<file path="src/sv/roman_numeral_encoder_top_defines.svh">
// Assertion macros shared by the Roman numeral encoder RTL.
`ifndef ROMAN_NUMERAL_ENCODER_TOP_DEFINES_SVH
`define ROMAN_NUMERAL_ENCODER_TOP_DEFINES_SVH

// Same-cycle implication, sampled on clk, off while rst_n is low.
`define RNE_ASSERT_IMP(label, ante, cons) \
    label: assert property (@(posedge clk) disable iff (!rst_n) (ante) |-> (cons)) \
        else $error("rne: implication check failed");

// Next-cycle implication, sampled on clk, off while rst_n is low.
`define RNE_ASSERT_NEXT(label, ante, cons) \
    label: assert property (@(posedge clk) disable iff (!rst_n) (ante) |=> (cons)) \
        else $error("rne: next-cycle check failed");

`endif

</file>
<file path="src/sv/rne_pkg.sv">
// Shared types, constants and decode functions for the Roman numeral encoder.
package rne_pkg;

    localparam int unsigned VALUE_W  = 13;
    localparam int unsigned SYMBOL_W = 7;
    localparam int unsigned PLACE_W  = 10;

    localparam logic [VALUE_W-1:0] LIMIT_VALUE = 13'd5000;
    localparam int unsigned        MAX_RUN     = 16;

    localparam logic [SYMBOL_W-1:0] SYM_NONE = 7'h00;
    localparam logic [SYMBOL_W-1:0] SYM_I    = 7'h49;
    localparam logic [SYMBOL_W-1:0] SYM_V    = 7'h56;
    localparam logic [SYMBOL_W-1:0] SYM_X    = 7'h58;
    localparam logic [SYMBOL_W-1:0] SYM_L    = 7'h4C;
    localparam logic [SYMBOL_W-1:0] SYM_C    = 7'h43;
    localparam logic [SYMBOL_W-1:0] SYM_D    = 7'h44;
    localparam logic [SYMBOL_W-1:0] SYM_M    = 7'h4D;

    // decimal positions, thousands down to units
    localparam logic [1:0] POS_THOUSANDS = 2'd3;
    localparam logic [1:0] POS_HUNDREDS  = 2'd2;
    localparam logic [1:0] POS_TENS      = 2'd1;
    localparam logic [1:0] POS_UNITS     = 2'd0;

    typedef logic [3:0] digit_t;
    typedef logic [1:0] pos_t;

    typedef enum logic [1:0] {
        ST_IDLE,
        ST_EXTRACT,
        ST_EMIT,
        ST_ERROR
    } state_t;

    // result of the shared compare/subtract unit
    typedef struct packed {
        logic [VALUE_W-1:0] diff;
        logic               ge;
    } sub_res_t;

    // one character of the current digit's pattern
    typedef struct packed {
        logic [SYMBOL_W-1:0] sym;
        logic [2:0]          dlen;
    } emit_info_t;

    function automatic logic [PLACE_W-1:0] place_of(input pos_t pos);
        logic [PLACE_W-1:0] p;
        unique case (pos)
            POS_THOUSANDS: p = 10'd1000;
            POS_HUNDREDS:  p = 10'd100;
            POS_TENS:      p = 10'd10;
            default:       p = 10'd1;
        endcase
        return p;
    endfunction

    function automatic logic [SYMBOL_W-1:0] letter_of(input logic [2:0] idx);
        logic [SYMBOL_W-1:0] s;
        unique case (idx)
            3'd0:    s = SYM_I;
            3'd1:    s = SYM_V;
            3'd2:    s = SYM_X;
            3'd3:    s = SYM_L;
            3'd4:    s = SYM_C;
            3'd5:    s = SYM_D;
            3'd6:    s = SYM_M;
            default: s = SYM_NONE;
        endcase
        return s;
    endfunction

endpackage

</file>
<file path="src/sv/roman_numeral_encoder_top.sv">
// Top level of the Roman numeral encoder: sequencer, digit store, output register.
// Usage:
//   Input channel (in_valid/in_ready, value) takes one 13-bit number per
//   transfer. The result channel (out_valid/out_ready, symbol, last,
//   out_of_range) returns the numeral one ASCII letter per transfer;
//   last marks the final letter. Runs longer than 16 letters are cut
//   after the 16th, which carries last.
//   A value of 0 or 5000 and up gives a single transfer with symbol 0,
//   last and out_of_range set.
// Timing:
//   Digits are found by repeated subtraction of 1000, 100 and 10 in one
//   shared compare/subtract unit. Letters then leave at one per cycle while
//   out_ready stays high; each zero digit above the last letter is passed
//   over without a letter. in_ready is high only between items.
// Stalls and reset:
//   A single output register holds the current letter; while a letter is
//   held and out_ready is low, the next letter waits. The next input can be taken
//   while the final letter still sits in the output register. rst_n returns to idle.
`include "roman_numeral_encoder_top_defines.svh"

module roman_numeral_encoder_top (
    input  logic                         clk,
    input  logic                         rst_n,
    input  logic                         in_valid,
    output logic                         in_ready,
    input  logic [rne_pkg::VALUE_W-1:0]  value,
    output logic                         out_valid,
    input  logic                         out_ready,
    output logic [rne_pkg::SYMBOL_W-1:0] symbol,
    output logic                         last,
    output logic                         out_of_range
);
    import rne_pkg::*;

    state_t              state_reg, state_next;
    logic [VALUE_W-1:0]  rem_reg, rem_next;
    pos_t                pos_reg, pos_next;
    digit_t              dcnt_reg, dcnt_next;
    digit_t              digit_reg [0:3];
    digit_t              digit_next [0:3];
    logic [2:0]          k_reg, k_next;
    logic [3:0]          run_reg, run_next;

    logic                out_valid_reg, out_valid_next;
    logic [SYMBOL_W-1:0] symbol_reg, symbol_next;
    logic                last_reg, last_next;
    logic                oor_reg, oor_next;

    logic                in_xfer;
    logic                out_free;
    logic                load;
    logic                lower_zero;
    logic                digit_end;
    logic                run_full;
    sub_res_t            sub_res;
    emit_info_t          info;

    // shared unit: remainder against current place value
    rne_sub_unit u_sub (
        .rem   (rem_reg),
        .place (place_of(pos_reg)),
        .res   (sub_res)
    );

    // pattern decode of the digit at the current position
    rne_emit u_emit (
        .digit (digit_reg[pos_reg]),
        .pos   (pos_reg),
        .k     (k_reg),
        .info  (info)
    );

    assign in_ready = (state_reg == ST_IDLE);
    assign in_xfer  = in_valid && in_ready;
    assign out_free = !out_valid_reg || out_ready;

    // no letters left below the current position
    always_comb
    begin
        lower_zero = 1'b1;
        for (int i = 0; i < 4; i++) begin
            if (2'(i) < pos_reg && digit_reg[i] != 4'd0) begin
                lower_zero = 1'b0;
            end
        end
    end

    assign digit_end = (k_reg + 3'd1 == info.dlen);
    assign run_full  = (run_reg == 4'(MAX_RUN - 1));

    always_ff @(posedge clk or negedge rst_n)
    begin
        if (!rst_n) begin
            state_reg     <= ST_IDLE;
            out_valid_reg <= 1'b0;
        end else begin
            state_reg     <= state_next;
            out_valid_reg <= out_valid_next;
        end
    end

    // datapath and payload registers
    always_ff @(posedge clk)
    begin
        rem_reg    <= rem_next;
        pos_reg    <= pos_next;
        dcnt_reg   <= dcnt_next;
        k_reg      <= k_next;
        run_reg    <= run_next;
        symbol_reg <= symbol_next;
        last_reg   <= last_next;
        oor_reg    <= oor_next;
        for (int i = 0; i < 4; i++) begin
            digit_reg[i] <= digit_next[i];
        end
    end

    always_comb
    begin
        state_next  = state_reg;
        rem_next    = rem_reg;
        pos_next    = pos_reg;
        dcnt_next   = dcnt_reg;
        k_next      = k_reg;
        run_next    = run_reg;
        symbol_next = symbol_reg;
        last_next   = last_reg;
        oor_next    = oor_reg;
        load        = 1'b0;
        for (int i = 0; i < 4; i++) begin
            digit_next[i] = digit_reg[i];
        end

        unique case (state_reg)
            ST_IDLE:
            begin
                if (in_xfer) begin
                    rem_next  = value;
                    pos_next  = POS_THOUSANDS;
                    dcnt_next = 4'd0;
                    k_next    = 3'd0;
                    run_next  = 4'd0;
                    if (value == '0 || value >= LIMIT_VALUE) begin
                        state_next = ST_ERROR;
                    end else begin
                        state_next = ST_EXTRACT;
                    end
                end
            end
            ST_EXTRACT:
            begin
                if (sub_res.ge) begin
                    rem_next  = sub_res.diff;
                    dcnt_next = dcnt_reg + 4'd1;
                end else begin
                    digit_next[pos_reg] = dcnt_reg;
                    dcnt_next           = 4'd0;
                    if (pos_reg == POS_TENS) begin
                        // remainder below ten is the units digit
                        digit_next[POS_UNITS] = rem_reg[3:0];
                        pos_next              = POS_THOUSANDS;
                        state_next            = ST_EMIT;
                    end else begin
                        pos_next = pos_reg - 2'd1;
                    end
                end
            end
            ST_EMIT:
            begin
                if (digit_reg[pos_reg] == 4'd0) begin
                    // zero digit: nothing to send
                    pos_next = pos_reg - 2'd1;
                    k_next   = 3'd0;
                end else if (out_free) begin
                    load        = 1'b1;
                    symbol_next = info.sym;
                    last_next   = (digit_end && lower_zero) || run_full;
                    oor_next    = 1'b0;
                    run_next    = run_reg + 4'd1;
                    if ((digit_end && lower_zero) || run_full) begin
                        state_next = ST_IDLE;
                    end else if (digit_end) begin
                        pos_next = pos_reg - 2'd1;
                        k_next   = 3'd0;
                    end else begin
                        k_next = k_reg + 3'd1;
                    end
                end
            end
            ST_ERROR:
            begin
                if (out_free) begin
                    load        = 1'b1;
                    symbol_next = SYM_NONE;
                    last_next   = 1'b1;
                    oor_next    = 1'b1;
                    state_next  = ST_IDLE;
                end
            end
            default:
            begin
                state_next = ST_IDLE;
            end
        endcase

        if (load) begin
            out_valid_next = 1'b1;
        end else if (out_ready) begin
            out_valid_next = 1'b0;
        end else begin
            out_valid_next = out_valid_reg;
        end
    end

    assign out_valid    = out_valid_reg;
    assign symbol       = symbol_reg;
    assign last         = last_reg;
    assign out_of_range = oor_reg;

    `RNE_ASSERT_IMP(a_err_is_last, out_valid && out_of_range, last && symbol == SYM_NONE)
    `RNE_ASSERT_IMP(a_letter_legal, out_valid && !out_of_range,
        symbol == SYM_I || symbol == SYM_V || symbol == SYM_X || symbol == SYM_L ||
        symbol == SYM_C || symbol == SYM_D || symbol == SYM_M)
    `RNE_ASSERT_NEXT(a_busy_after_take, in_valid && in_ready, !in_ready)
    `RNE_ASSERT_IMP(a_rem_in_range, state_reg == ST_EXTRACT, rem_reg < LIMIT_VALUE)

endmodule

</file>
<file path="src/sv/rne_sub_unit.sv">
// Shared compare-and-subtract unit used to peel off decimal digits.
module rne_sub_unit (
    input  logic [rne_pkg::VALUE_W-1:0] rem,
    input  logic [rne_pkg::PLACE_W-1:0] place,
    output rne_pkg::sub_res_t           res
);
    import rne_pkg::*;

    logic [VALUE_W:0] wide_diff;

    assign wide_diff = {1'b0, rem} - {{(VALUE_W + 1 - PLACE_W){1'b0}}, place};
    assign res.ge    = ~wide_diff[VALUE_W];
    assign res.diff  = wide_diff[VALUE_W-1:0];

endmodule

</file>
<file path="src/sv/rne_emit.sv">
// Letter pattern decoder: k-th character and length of one digit's numeral.
module rne_emit (
    input  rne_pkg::digit_t     digit,
    input  rne_pkg::pos_t       pos,
    input  logic [2:0]          k,
    output rne_pkg::emit_info_t info
);
    import rne_pkg::*;

    logic [2:0] unit_idx;
    logic [2:0] five_idx;
    logic [2:0] ten_idx;
    logic [2:0] idx;

    assign unit_idx = {pos, 1'b0};
    assign five_idx = unit_idx + 3'd1;
    assign ten_idx  = unit_idx + 3'd2;

    always_comb
    begin
        idx       = unit_idx;
        info.dlen = 3'd0;
        if (pos == POS_THOUSANDS) begin
            // no five letter: plain run of M, MMMM for four
            info.dlen = digit[2:0];
            idx       = unit_idx;
        end else if (digit == 4'd4) begin
            info.dlen = 3'd2;
            idx       = (k == 3'd0) ? unit_idx : five_idx;
        end else if (digit == 4'd9 && pos == POS_UNITS) begin
            info.dlen = 3'd2;
            idx       = (k == 3'd0) ? unit_idx : ten_idx;
        end else if (digit == 4'd9) begin
            // LXXXX / DCCCC
            info.dlen = 3'd5;
            idx       = (k == 3'd0) ? five_idx : unit_idx;
        end else if (digit >= 4'd5) begin
            info.dlen = 3'(digit - 4'd4);
            idx       = (k == 3'd0) ? five_idx : unit_idx;
        end else begin
            info.dlen = digit[2:0];
            idx       = unit_idx;
        end
        info.sym = letter_of(idx);
    end

endmodule
</file>
<file path="config.mk">
export PLATFORM = sky130hd
export DESIGN_NAME = roman_numeral_encoder_top
export DESIGN_NICKNAME = d
export VERILOG_FILES = /design/src/sv/rne_pkg.sv /design/src/sv/roman_numeral_encoder_top.sv /design/src/sv/rne_sub_unit.sv /design/src/sv/rne_emit.sv
export VERILOG_INCLUDE_DIRS = /design/src /design/src/sv
export SDC_FILE = /design/constraint.sdc
export NUM_CORES = 1
export LEC_CHECK = 0
export ABC_CLOCK_PERIOD_IN_PS = 7100
export CAP_MARGIN = 20
export CORE_MARGIN = 4
export CORE_UTILIZATION = 48
export DETAILED_ROUTE_END_ITERATION = 16
export DONT_BUFFER_PORTS = 1
export GPL_TIMING_DRIVEN = 1
export PLACE_DENSITY_LB_ADDON = 0.1
export RECOVER_POWER = 50
export SYNTH_ARGS = -nofsm -noshare
export SYNTH_HDL_FRONTEND = slang
export SYNTH_SLANG_ARGS = --single-unit
</file>
<file path="constraint.sdc">
create_clock -name clk -period 7.1 [get_ports clk]
set_clock_uncertainty 0.15 [all_clocks]
set_input_delay 0.355 -clock clk [delete_from_list [all_inputs] [get_ports clk]]
set_output_delay 0.355 -clock clk [all_outputs]
set_load 0.05 [all_outputs]
</file>
# Yosys cells after proc, flatten, opt, wreduce, memory -nomap -nowiden
# Memories as Yosys holds them, arrays and structs flattened. A register that Yosys moved wholly into a read port is not among the register bits.
# Index checks and enable logic that the tools add are counted.
# Widths: inputs -> output; s select.
totals:
  ram_bits: 16
  output_inout_bits: 11
  n_memories: 1
  register_bits: 38
classes:
  n_mux: 74
  add_sub_neg: 8
  n_lt_le_gt_ge: 8
  n_eq_ne: 27
  n_bitwise: 1
  n_reduce_logical: 34
mem_list:
  columns: ["name", "depth", "word_bits", "read_ports", "rd_ports_with_merged_regs", "wr", "line", "source"]
  rows:
  - ["digit_reg", 4, 4, 5, 1, 4, "roman_numeral_encoder_top.sv:39", "digit_t digit_reg [0:3];"]
ops:
  columns: ["cell", "count"]
  rows:
  - ["$mux 3", 18]
  - ["$pmux 7 s7", 1]
  - ["$mux 16", 2]
  - ["$mux 2", 16]
  - ["$pmux 10 s3", 1]
  - ["$mux 13", 2]
  - ["$pmux 13 s2", 1]
  - ["$mux 4", 6]
  - ["$mux 7", 3]
  - ["$bwmux 16", 1]
  - ["$pmux 4 s2", 2]
  - ["$reduce_bool 4->1", 4]
  - ["$pmux 7 s2", 1]
  - ["$sub 13x10->14", 1]
  - ["$ge 13x13->1 const B", 1]
  - ["$logic_not 13->1", 1]
  - ["$mux 1", 13]
  - ["$ne 2x2->1 const B", 6]
  - ["$reduce_and 4->1", 3]
  - ["$eq 3x3->1 const B", 3]
  - ["$ne 3x3->1 const B", 3]
  - ["$add 4x1->4 const B", 2]
  - ["$demux 4 s2", 1]
  - ["$eq 2x2->1 const B", 4]
  - ["other kinds (33)", 56]

# Depth between registers and ports, before layout
# Gate-level depths: netlist (run 1).
logic_depth:
  ltp_word: 14
  mapped_depth: 11
  depth_no_buf: 11

# Cells and area by module
# A second synthesis (run 1) with hierarchy kept.
hier_totals:
  hier_cells: 301
  area_unflattened_um2: 3525.9
modules_own_cells:
  columns: ["mod", "cells_each", "area_per_inst_um2", "n_inst", "seq_area_each_um2"]
  rows:
  - ["roman_numeral_encoder_top", 189, 2708.8, 1, 1646.6]
  - ["rne_sub_unit", 70, 544.3, 1, 0.0]
  - ["rne_emit", 42, 272.8, 1, 0.0]

# Least setup slack after synthesis (run 1)
# No wires, ideal clock.
synth_path:
  kind: "reg-to-reg"
  from: "register pos_reg[1]"
  to: "register rem_reg[0], enable pin"
  path_buffers: 0
  arrival_ns: 2.790
  path_slack_ns: 3.776
  stages_incl_launch_ff: 11
  required_time_ns: 6.566
  path_cell_list: "edfxtp_1 inv_1 ha_1 inv_1 ha_1 nor2b_1 o31ai_1 a311oi_1 o21ai_0 and3_1 nor2b_1"
synth_between:
  elab_chain_cells: 5
  elab_cells_between_ends: 7
  cone_classes: "add/sub: 1; eq/ne: 4; mux: 1; reduce/logical: 1"
synth_rtl:
  columns: ["element", "line", "source"]
  rows:
  - ["start, declared", "roman_numeral_encoder_top.sv:37", "pos_t pos_reg, pos_next;"]
  - ["start signal, assigned", "roman_numeral_encoder_top.sv:106", "pos_reg <= pos_next;"]
  - ["$eq 2x1->1 / $eq 2x2->1 (equally long branches)", "rne_pkg.sv:50", "unique case (pos)"]
  - ["$pmux 10 s3 (*)", "rne_pkg.sv:50", null]
  - ["$sub 13x10->14 (*)", "rne_sub_unit.sv:11", "assign wide_diff = {1'b0, rem} - {{(VALUE_W + 1 - PLACE_W){1'b0}}, place};"]
  - ["$ne 2x2->1 (no line) (*)", null, null]
  - ["$reduce_and 3->1 (no line) (*)", null, null]
  - ["end signal, assigned", "roman_numeral_encoder_top.sv:105", "rem_reg <= rem_next;"]
  - ["end, declared", "roman_numeral_encoder_top.sv:36", "logic [VALUE_W-1:0] rem_reg, rem_next;"]
# Mark *: on every way between the ends. The rest lies on a longest branch, timed or not.
# A chain may end at the register's enable or synchronous reset.

# Final worst setup path (run 1)
layout_path:
  from: "register pos_reg[1]"
  to: "register state_reg[0]"
layout_between:
  elab_chain_cells: 10
  elab_cells_between_ends: 29
  cone_classes: "add/sub: 1; order compare: 4; eq/ne: 7; mux: 8; reduce/logical: 9"
layout_rtl:
  columns: ["element", "line", "source"]
  rows:
  - ["parallel branches: the longest is 9 deep, another holds $sub 13x10->14", null, null]
  - ["$reduce_and 7->1 (no line) (*)", null, null]
  - ["end signal, assigned", "roman_numeral_encoder_top.sv:97", "state_reg <= state_next;"]
  - ["end, declared", "roman_numeral_encoder_top.sv:35", "state_t state_reg, state_next;"]
# Every way passes the cells marked *.

==> flow_summary.json, run 1 <==
{
  "min_period_ns": 3.61,
  "drtPass1Iterations": 4,
  "timing_hold_violations_final": 0,
  "yosys_warnings": 0,
  "min_path_type": "input port to flip-flop",
  "ys_async_sr_fraction_pct": 5.45,
  "cts_tree": "built",
  "fmax_mhz": 277,
  "fin_setup_tns_ns": 0,
  "critPathMaxFanout": 9,
  "die-height_um": 91.3,
  "grt_setup_unrepaired": "false",
  "grt_overflow_total": 0,
  "slew_headroom_pct": 31.2,
  "dr_total_vias": 2187,
  "place.port_buffers": 0,
  "register_area_sq_um": 1620,
  "synth.distinct_cells": 59,
  "setup.worst_path.start_class": "flip-flop",
  "cp_slowest_stage_delay_ns": 0.49,
  "cts_sinks": 55,
  "cts_made_buffers": 5,
  "critPathTopFamily": "compound AO/OA/AOI/OAI gates",
  "ys_seq_elements": 55,
  "root_buffer": "clkbuf_8",
  "grt_start_max_net_pins": 20,
  "initial_core_util_pct": 49.3,
  "area_growth_pct": 4.96,
  "cp.required_ns": 7.15,
  "ys.flop_type": "edfxtp_1",
  "htreeDepth": 2,
  "post-cts-setup-buffers": 0,
  "antenna_cells": 0,
  "initialDrtViolationCount": 168,
  "rr_worst_depth": 11,
  "fin_hold_ws_ns": 0.0863,
  "cp-end-kind": "flip-flop",
  "largest_register_ffs": 16,
  "multiInputGateArea_sq_um": 1600,
  "path_cells": "inv_1 -> ha_1 -> inv_1 -> ha_1 -> nor2b_1 -> o31ai_1 -> a311oi_1 -> o21ai_0 -> a21o_1 -> o2111a_2 -> mux2_4",
  "grt_pass1_wl_mm": 10.8,
  "drv_slew": 0,
  "cts_buffer_depth": 2,
  "num_rows": 30,
  "cp_num_cells": 11,
  "rrSetupSlack_ns": 3.49,
  "antenna_left": 0,
  "dp_hpwl_mm": 5.11,
  "seq_area_frac_synth_pct": 48.5,
  "core_sq_um": 6760,
  "worst_pin_slew_ns": 1.02,
  "status": "finished, final reports clean",
  "slowest_stage": "edfxtp_1",
  "avgSynthCellArea_sq_um": 11.1,
  "fill_cells": 632,
  "clk_pin_slew_ns": 0.10,
  "drt-vias-per-instance": 5.67,
  "grt_use_total_pct": 16.3,
  "routed_wl_mm": 6.46,
  "place_congestion": 0.838,
  "syn_nets": 340,
  "synth_edf_count": 50,
  "drc": 0,
  "path_buf_inv": 2,
  "min_path_cells": 1,
  "die_w_um": 91.3,
  "syn_area_sq_um": 3330,
  "insertion_delay_ns": 0.30,
  "grt_pass1_vias": 2187,
  "post-route-period-util_pct": 50.8,
  "dieArea_sq_um": 8340,
  "drive_above_1_share_pct": 6.54,
  "ios": 28,
  "arrival_ns": 3.66,
  "netlist_instances": 300,
  "cap_viol_max_count": 0,
  "cts_resized": 0,
  "post-route-util_pct": 51.8,
  "setup_viol": 0,
  "antenna_found_initial": 0,
  "nNetsFinal": 345,
  "wire_per_inst_um": 16.7,
  "crit_type": "flip-flop to flip-flop"
}
[layer usage]
| layer | share of wire (%) | track usage (%) | vias to the layer above |
|---|---|---|---|
| met5 | 0 | 0 | - |
| met4 | 0.74 | 3.02 | 0 |
| met3 | 3.5 | 3.15 | 4 |
| met2 | 48 | 27.2 | 36 |
| met1 | 47 | 22.2 | 1023 |
| li1 | - | - | 1124 |
[stage by stage]
step	cell area, sq um	setup WS (ns)	cells
2_1_floorplan	3330	3.78	300
3_3_place_gp	3420	3.63	377
3_5_place_dp	3420	3.53	377
4_1_cts	3520	3.50	386
5_1_grt	3500	3.13	386
6_report	3500	3.49	386
[timing repair]
item	CTS	global route
endpoints found under the hold margin	3	0
setup endpoints to repair	0	0
hold buffers	1	0
[synth_stat cells (all sizes together), types with 4 or more instances]
cell type | count | share of area (%)
mux2 | 6 | 2.3
nand2 | 15 | 1.7
nor2b | 10 | 1.9
and2 | 6 | 1.1
o21a | 9 | 2.0
xnor2 | 9 | 2.4
o31ai | 4 | 1.1
nor3 | 11 | 1.7
xor2 | 5 | 1.3
a21oi | 7 | 1.1
edfxtp | 50 | 45
ha | 22 | 8.3
nor2 | 33 | 3.7
nor4 | 5 | 0.94
nand3 | 8 | 1.2
nand2b | 6 | 1.1
inv | 20 | 2.3
mux4 | 4 | 2.8
o21ai | 16 | 2.4
[cells by family (layout without fill, tap and decap cells)]
group / count (synthesis) / count (layout) / synth area share [%]
AOI/OAI and AO/OA: 64 / 64 / 13.9
xor gates and xnor gates: 14 / 14 / 3.68
adders and majority gates: 24 / 24 / 9.16
buffers and inverters: 25 / 31 / 3.04
DFF: 55 / 55 / 48.5
muxes: 11 / 11 / 5.37
other: 1 / 1 / 0.113
and+or+nand+nor: 106 / 106 / 16.3
[placed cells by master (no fill, tap or decap), drive strengths merged, types with 2 or more instances in the layout]
cell type,netlist,routed
ha,22,22
o22ai,2,2
mux4,4,4
nand2b,6,6
and3,3,3
xor2,5,5
o31ai,4,4
o21a,9,9
a31oi,3,3
nor2b,10,10
inv,20,20
nor4,5,5
a311oi,2,2
and2,6,6
a21o,3,3
o21ai,16,16
edfxtp,50,50
a22o,2,2
a21oi,7,7
o2bb2ai,2,2
xnor2,9,9
clkbuf,2,5
clkinv,1,3
a211oi,2,2
a21boi,2,2
dfxtp,2,2
mux2,6,6
o221ai,3,3
nor2,33,33
nand3,8,8
nand3b,2,2
nand2,15,15
dfrtp,3,3
nor3,11,11
[path summary, 6_finish.rpt]
kind                                           start                   endpoint
max in group asynchronous                      rst_n   state_reg[1]$_DFFE_PN0P_
min in group asynchronous                      rst_n      out_valid$_DFFE_PN0P_
setup reg to reg                pos_reg[1]$_DFFE_PP_   state_reg[0]$_DFFE_PN0P_
setup / recovery                pos_reg[1]$_DFFE_PP_   state_reg[0]$_DFFE_PN0P_
hold reg to reg            dcnt_reg[3]$_SDFFCE_PP0P_  digit_reg[1][3]$_DFFE_PP_
hold / removal                              value[9]       rem_reg[9]$_DFFE_PP_
[layout make-up]
cell class	instances	area share (%)
Sequential cell	55	46.2
Timing Repair Buffer	2	0.501
Clock buffer	5	1.97
Multi-Input combinational cell	220	45.6
Clock inverter	3	0.572
Inverter	21	2.25
Tap cell	80	2.86
Power of run 1 is left out: the tool's default activity adds up to more than one toggle a clock period on the data nets, which glitch-free logic cannot reach.
==> run 2, diff against run 1 <==
--- a/config.mk
+++ b/config.mk
@@ -6,7 +6,7 @@
 export SDC_FILE = /design/constraint.sdc
 export NUM_CORES = 1
 export LEC_CHECK = 0
-export ABC_CLOCK_PERIOD_IN_PS = 7100
+export ABC_CLOCK_PERIOD_IN_PS = 3500
 export CAP_MARGIN = 20
 export CORE_MARGIN = 4
 export CORE_UTILIZATION = 48
==> constraint.sdc (replaced) <==
create_clock -name clk -period 3.5 [get_ports clk]
set_clock_uncertainty 0.15 [all_clocks]
set_input_delay 0.175 -clock clk [delete_from_list [all_inputs] [get_ports clk]]
set_output_delay 0.175 -clock clk [all_outputs]
set_load 0.05 [all_outputs]
==> flow_summary.json, run 2 (same netlist as run 1, synthesis figures left out) <==
{
  "status": "finished, final reports clean",
  "drv_slew": 0,
  "root_buffer": "clkbuf_8",
  "dp_hpwl_mm": 5.14,
  "clk_pin_slew_ns": 0.10,
  "initial_core_util_pct": 49.3,
  "insertion_delay_ns": 0.31,
  "fmax_mhz": 313,
  "setup.worst_path.start_class": "flip-flop",
  "cts_sinks": 55,
  "cp_slowest_stage_delay_ns": 0.50,
  "cap_viol_max_count": 0,
  "layout_commonest_cell": "edfxtp_1",
  "routed_wl_mm": 6.62,
  "grt_pass1_wl_mm": 11.5,
  "grt_use_total_pct": 17.2,
  "antenna_left": 0,
  "min_path_type": "input port to flip-flop",
  "dieArea_sq_um": 8340,
  "drive_above_1_share_pct": 8.62,
  "die_w_um": 91.3,
  "critPathLaunch": "pos_reg[1]$_DFFE_PP_",
  "dr_total_vias": 2292,
  "drc": 0,
  "rrSetupSlack_ns": 0.31,
  "min_path_cells": 4,
  "cts_made_buffers": 5,
  "final_cell_mix": "edfxtp_1 (50), nor2_1 (33), ha_1 (21)",
  "worst_pin_slew_ns": 1.01,
  "ios": 28,
  "final_cell_area_sq_um": 3700,
  "placed_area_sq_um": 3460,
  "cp.required_ns": 3.55,
  "post-route-util_pct": 54.7,
  "critPathMaxFanout": 6,
  "antenna_found_initial": 0,
  "slowest_stage": "edfxtp_1",
  "setup_viol": 0,
  "fin_setup_tns_ns": 0,
  "reg2reg_from": "pos_reg[1]$_DFFE_PP_",
  "grt_start_max_net_pins": 18,
  "hp-start": "value[12]",
  "die-height_um": 91.3,
  "slew_headroom_pct": 32.3,
  "worstHoldEndpoint": "state_reg[1]$_DFFE_PN0P_",
  "area_growth_pct": 10.9,
  "finalWorstSetupSlack_ns": 0.307,
  "drtPass1Iterations": 4,
  "min_period_ns": 3.19,
  "num_rows": 30,
  "grt_pass1_vias": 2354,
  "largest_register_ffs": 16,
  "grt_overflow_total": 0,
  "place_congestion": 0.788,
  "wire_per_inst_um": 16.4,
  "rr_worst_depth": 11,
  "fill_cells": 599,
  "cp-end-kind": "flip-flop",
  "place_ws_ns": 0.184,
  "initialDrtViolationCount": 87,
  "drt-vias-per-instance": 5.66,
  "grt_setup_unrepaired": "false",
  "place.port_buffers": 0,
  "cts_tree": "built",
  "htreeDepth": 2,
  "crit_type": "flip-flop to flip-flop",
  "rr_endpoint": "state_reg[0]$_DFFE_PN0P_",
  "post-route-period-util_pct": 91.2,
  "path_cells": "inv_1 -> ha_1 -> inv_1 -> ha_1 -> nor2b_1 -> o31ai_1 -> a311oi_1 -> o21ai_1 -> a21o_1 -> o2111a_2 -> mux2_4",
  "arrival_ns": 3.25,
  "nNetsFinal": 364,
  "timing_hold_violations_final": 0,
  "core_sq_um": 6760,
  "antenna_cells": 0,
  "cts_buffer_depth": 2,
  "post-cts-setup-buffers": 0
}
[run 2: worst max path at each step]
stage	to	slack, ns	cells after the start
finish	state_reg[0]$_DFFE_PN0P_	0.31	11
global route	rem_reg[12]$_DFFE_PP_	0.07	11
CTS	state_reg[0]$_DFFE_PN0P_	0.18	11
detailed placement	state_reg[0]$_DFFE_PN0P_	0.18	11
global placement	state_reg[0]$_DFFE_PN0P_	0.31	11
floorplan	rem_reg[0]$_DFFE_PP_	0.18	10
[run 2: metrics by stage]
stage / std cells / hold WS, ns
finish: 405 / 0.0336
global route: 405 / 0.0339
CTS: 405 / 0.0277
detailed placement: 383 / -0.271
global placement: 383 / -0.271
floorplan: 300 / -0.271
[run 2: routing by layer]
layer	wire length, um	track usage (%)	vias up	share of wire, %
li1	-	-	1155	-
met1	3060	23.1	1082	46
met2	3240	28.4	45	49
met3	187	2.40	10	2.8
met4	129	6.28	0	1.9
met5	0	0	-	0
[run 2: worst max-delay path, delay by kind of cell (launching register included)]
family | cells | cell delay [ns]
compound gates | 5 | 1.33
flops | 1 | 0.50
fa+ha+maj | 2 | 0.44
mux | 1 | 0.29
buf+inv | 2 | 0.22
simple gates | 1 | 0.15
[run 2: layout make-up]
type	instances	area (sq um)	share of cell area, %
Multi-Input combinational cell	220	1620	43.8
Sequential cell	55	1620	43.7
Timing Repair Buffer	21	185	5.01
Tap cell	80	100	2.71
Clock buffer	6	82.6	2.23
Inverter	21	78.8	2.13
Clock inverter	2	16.3	0.440
[run 2: repair_timing]
action | 4_1_cts | 5_1_grt
endpoints found under the setup margin | 0 | 15
gates resized for setup | 0 | 2
hold buffers | 14 | 0
hold endpoints to repair | 15 | 0
Power of run 2 is left out for the same reason.
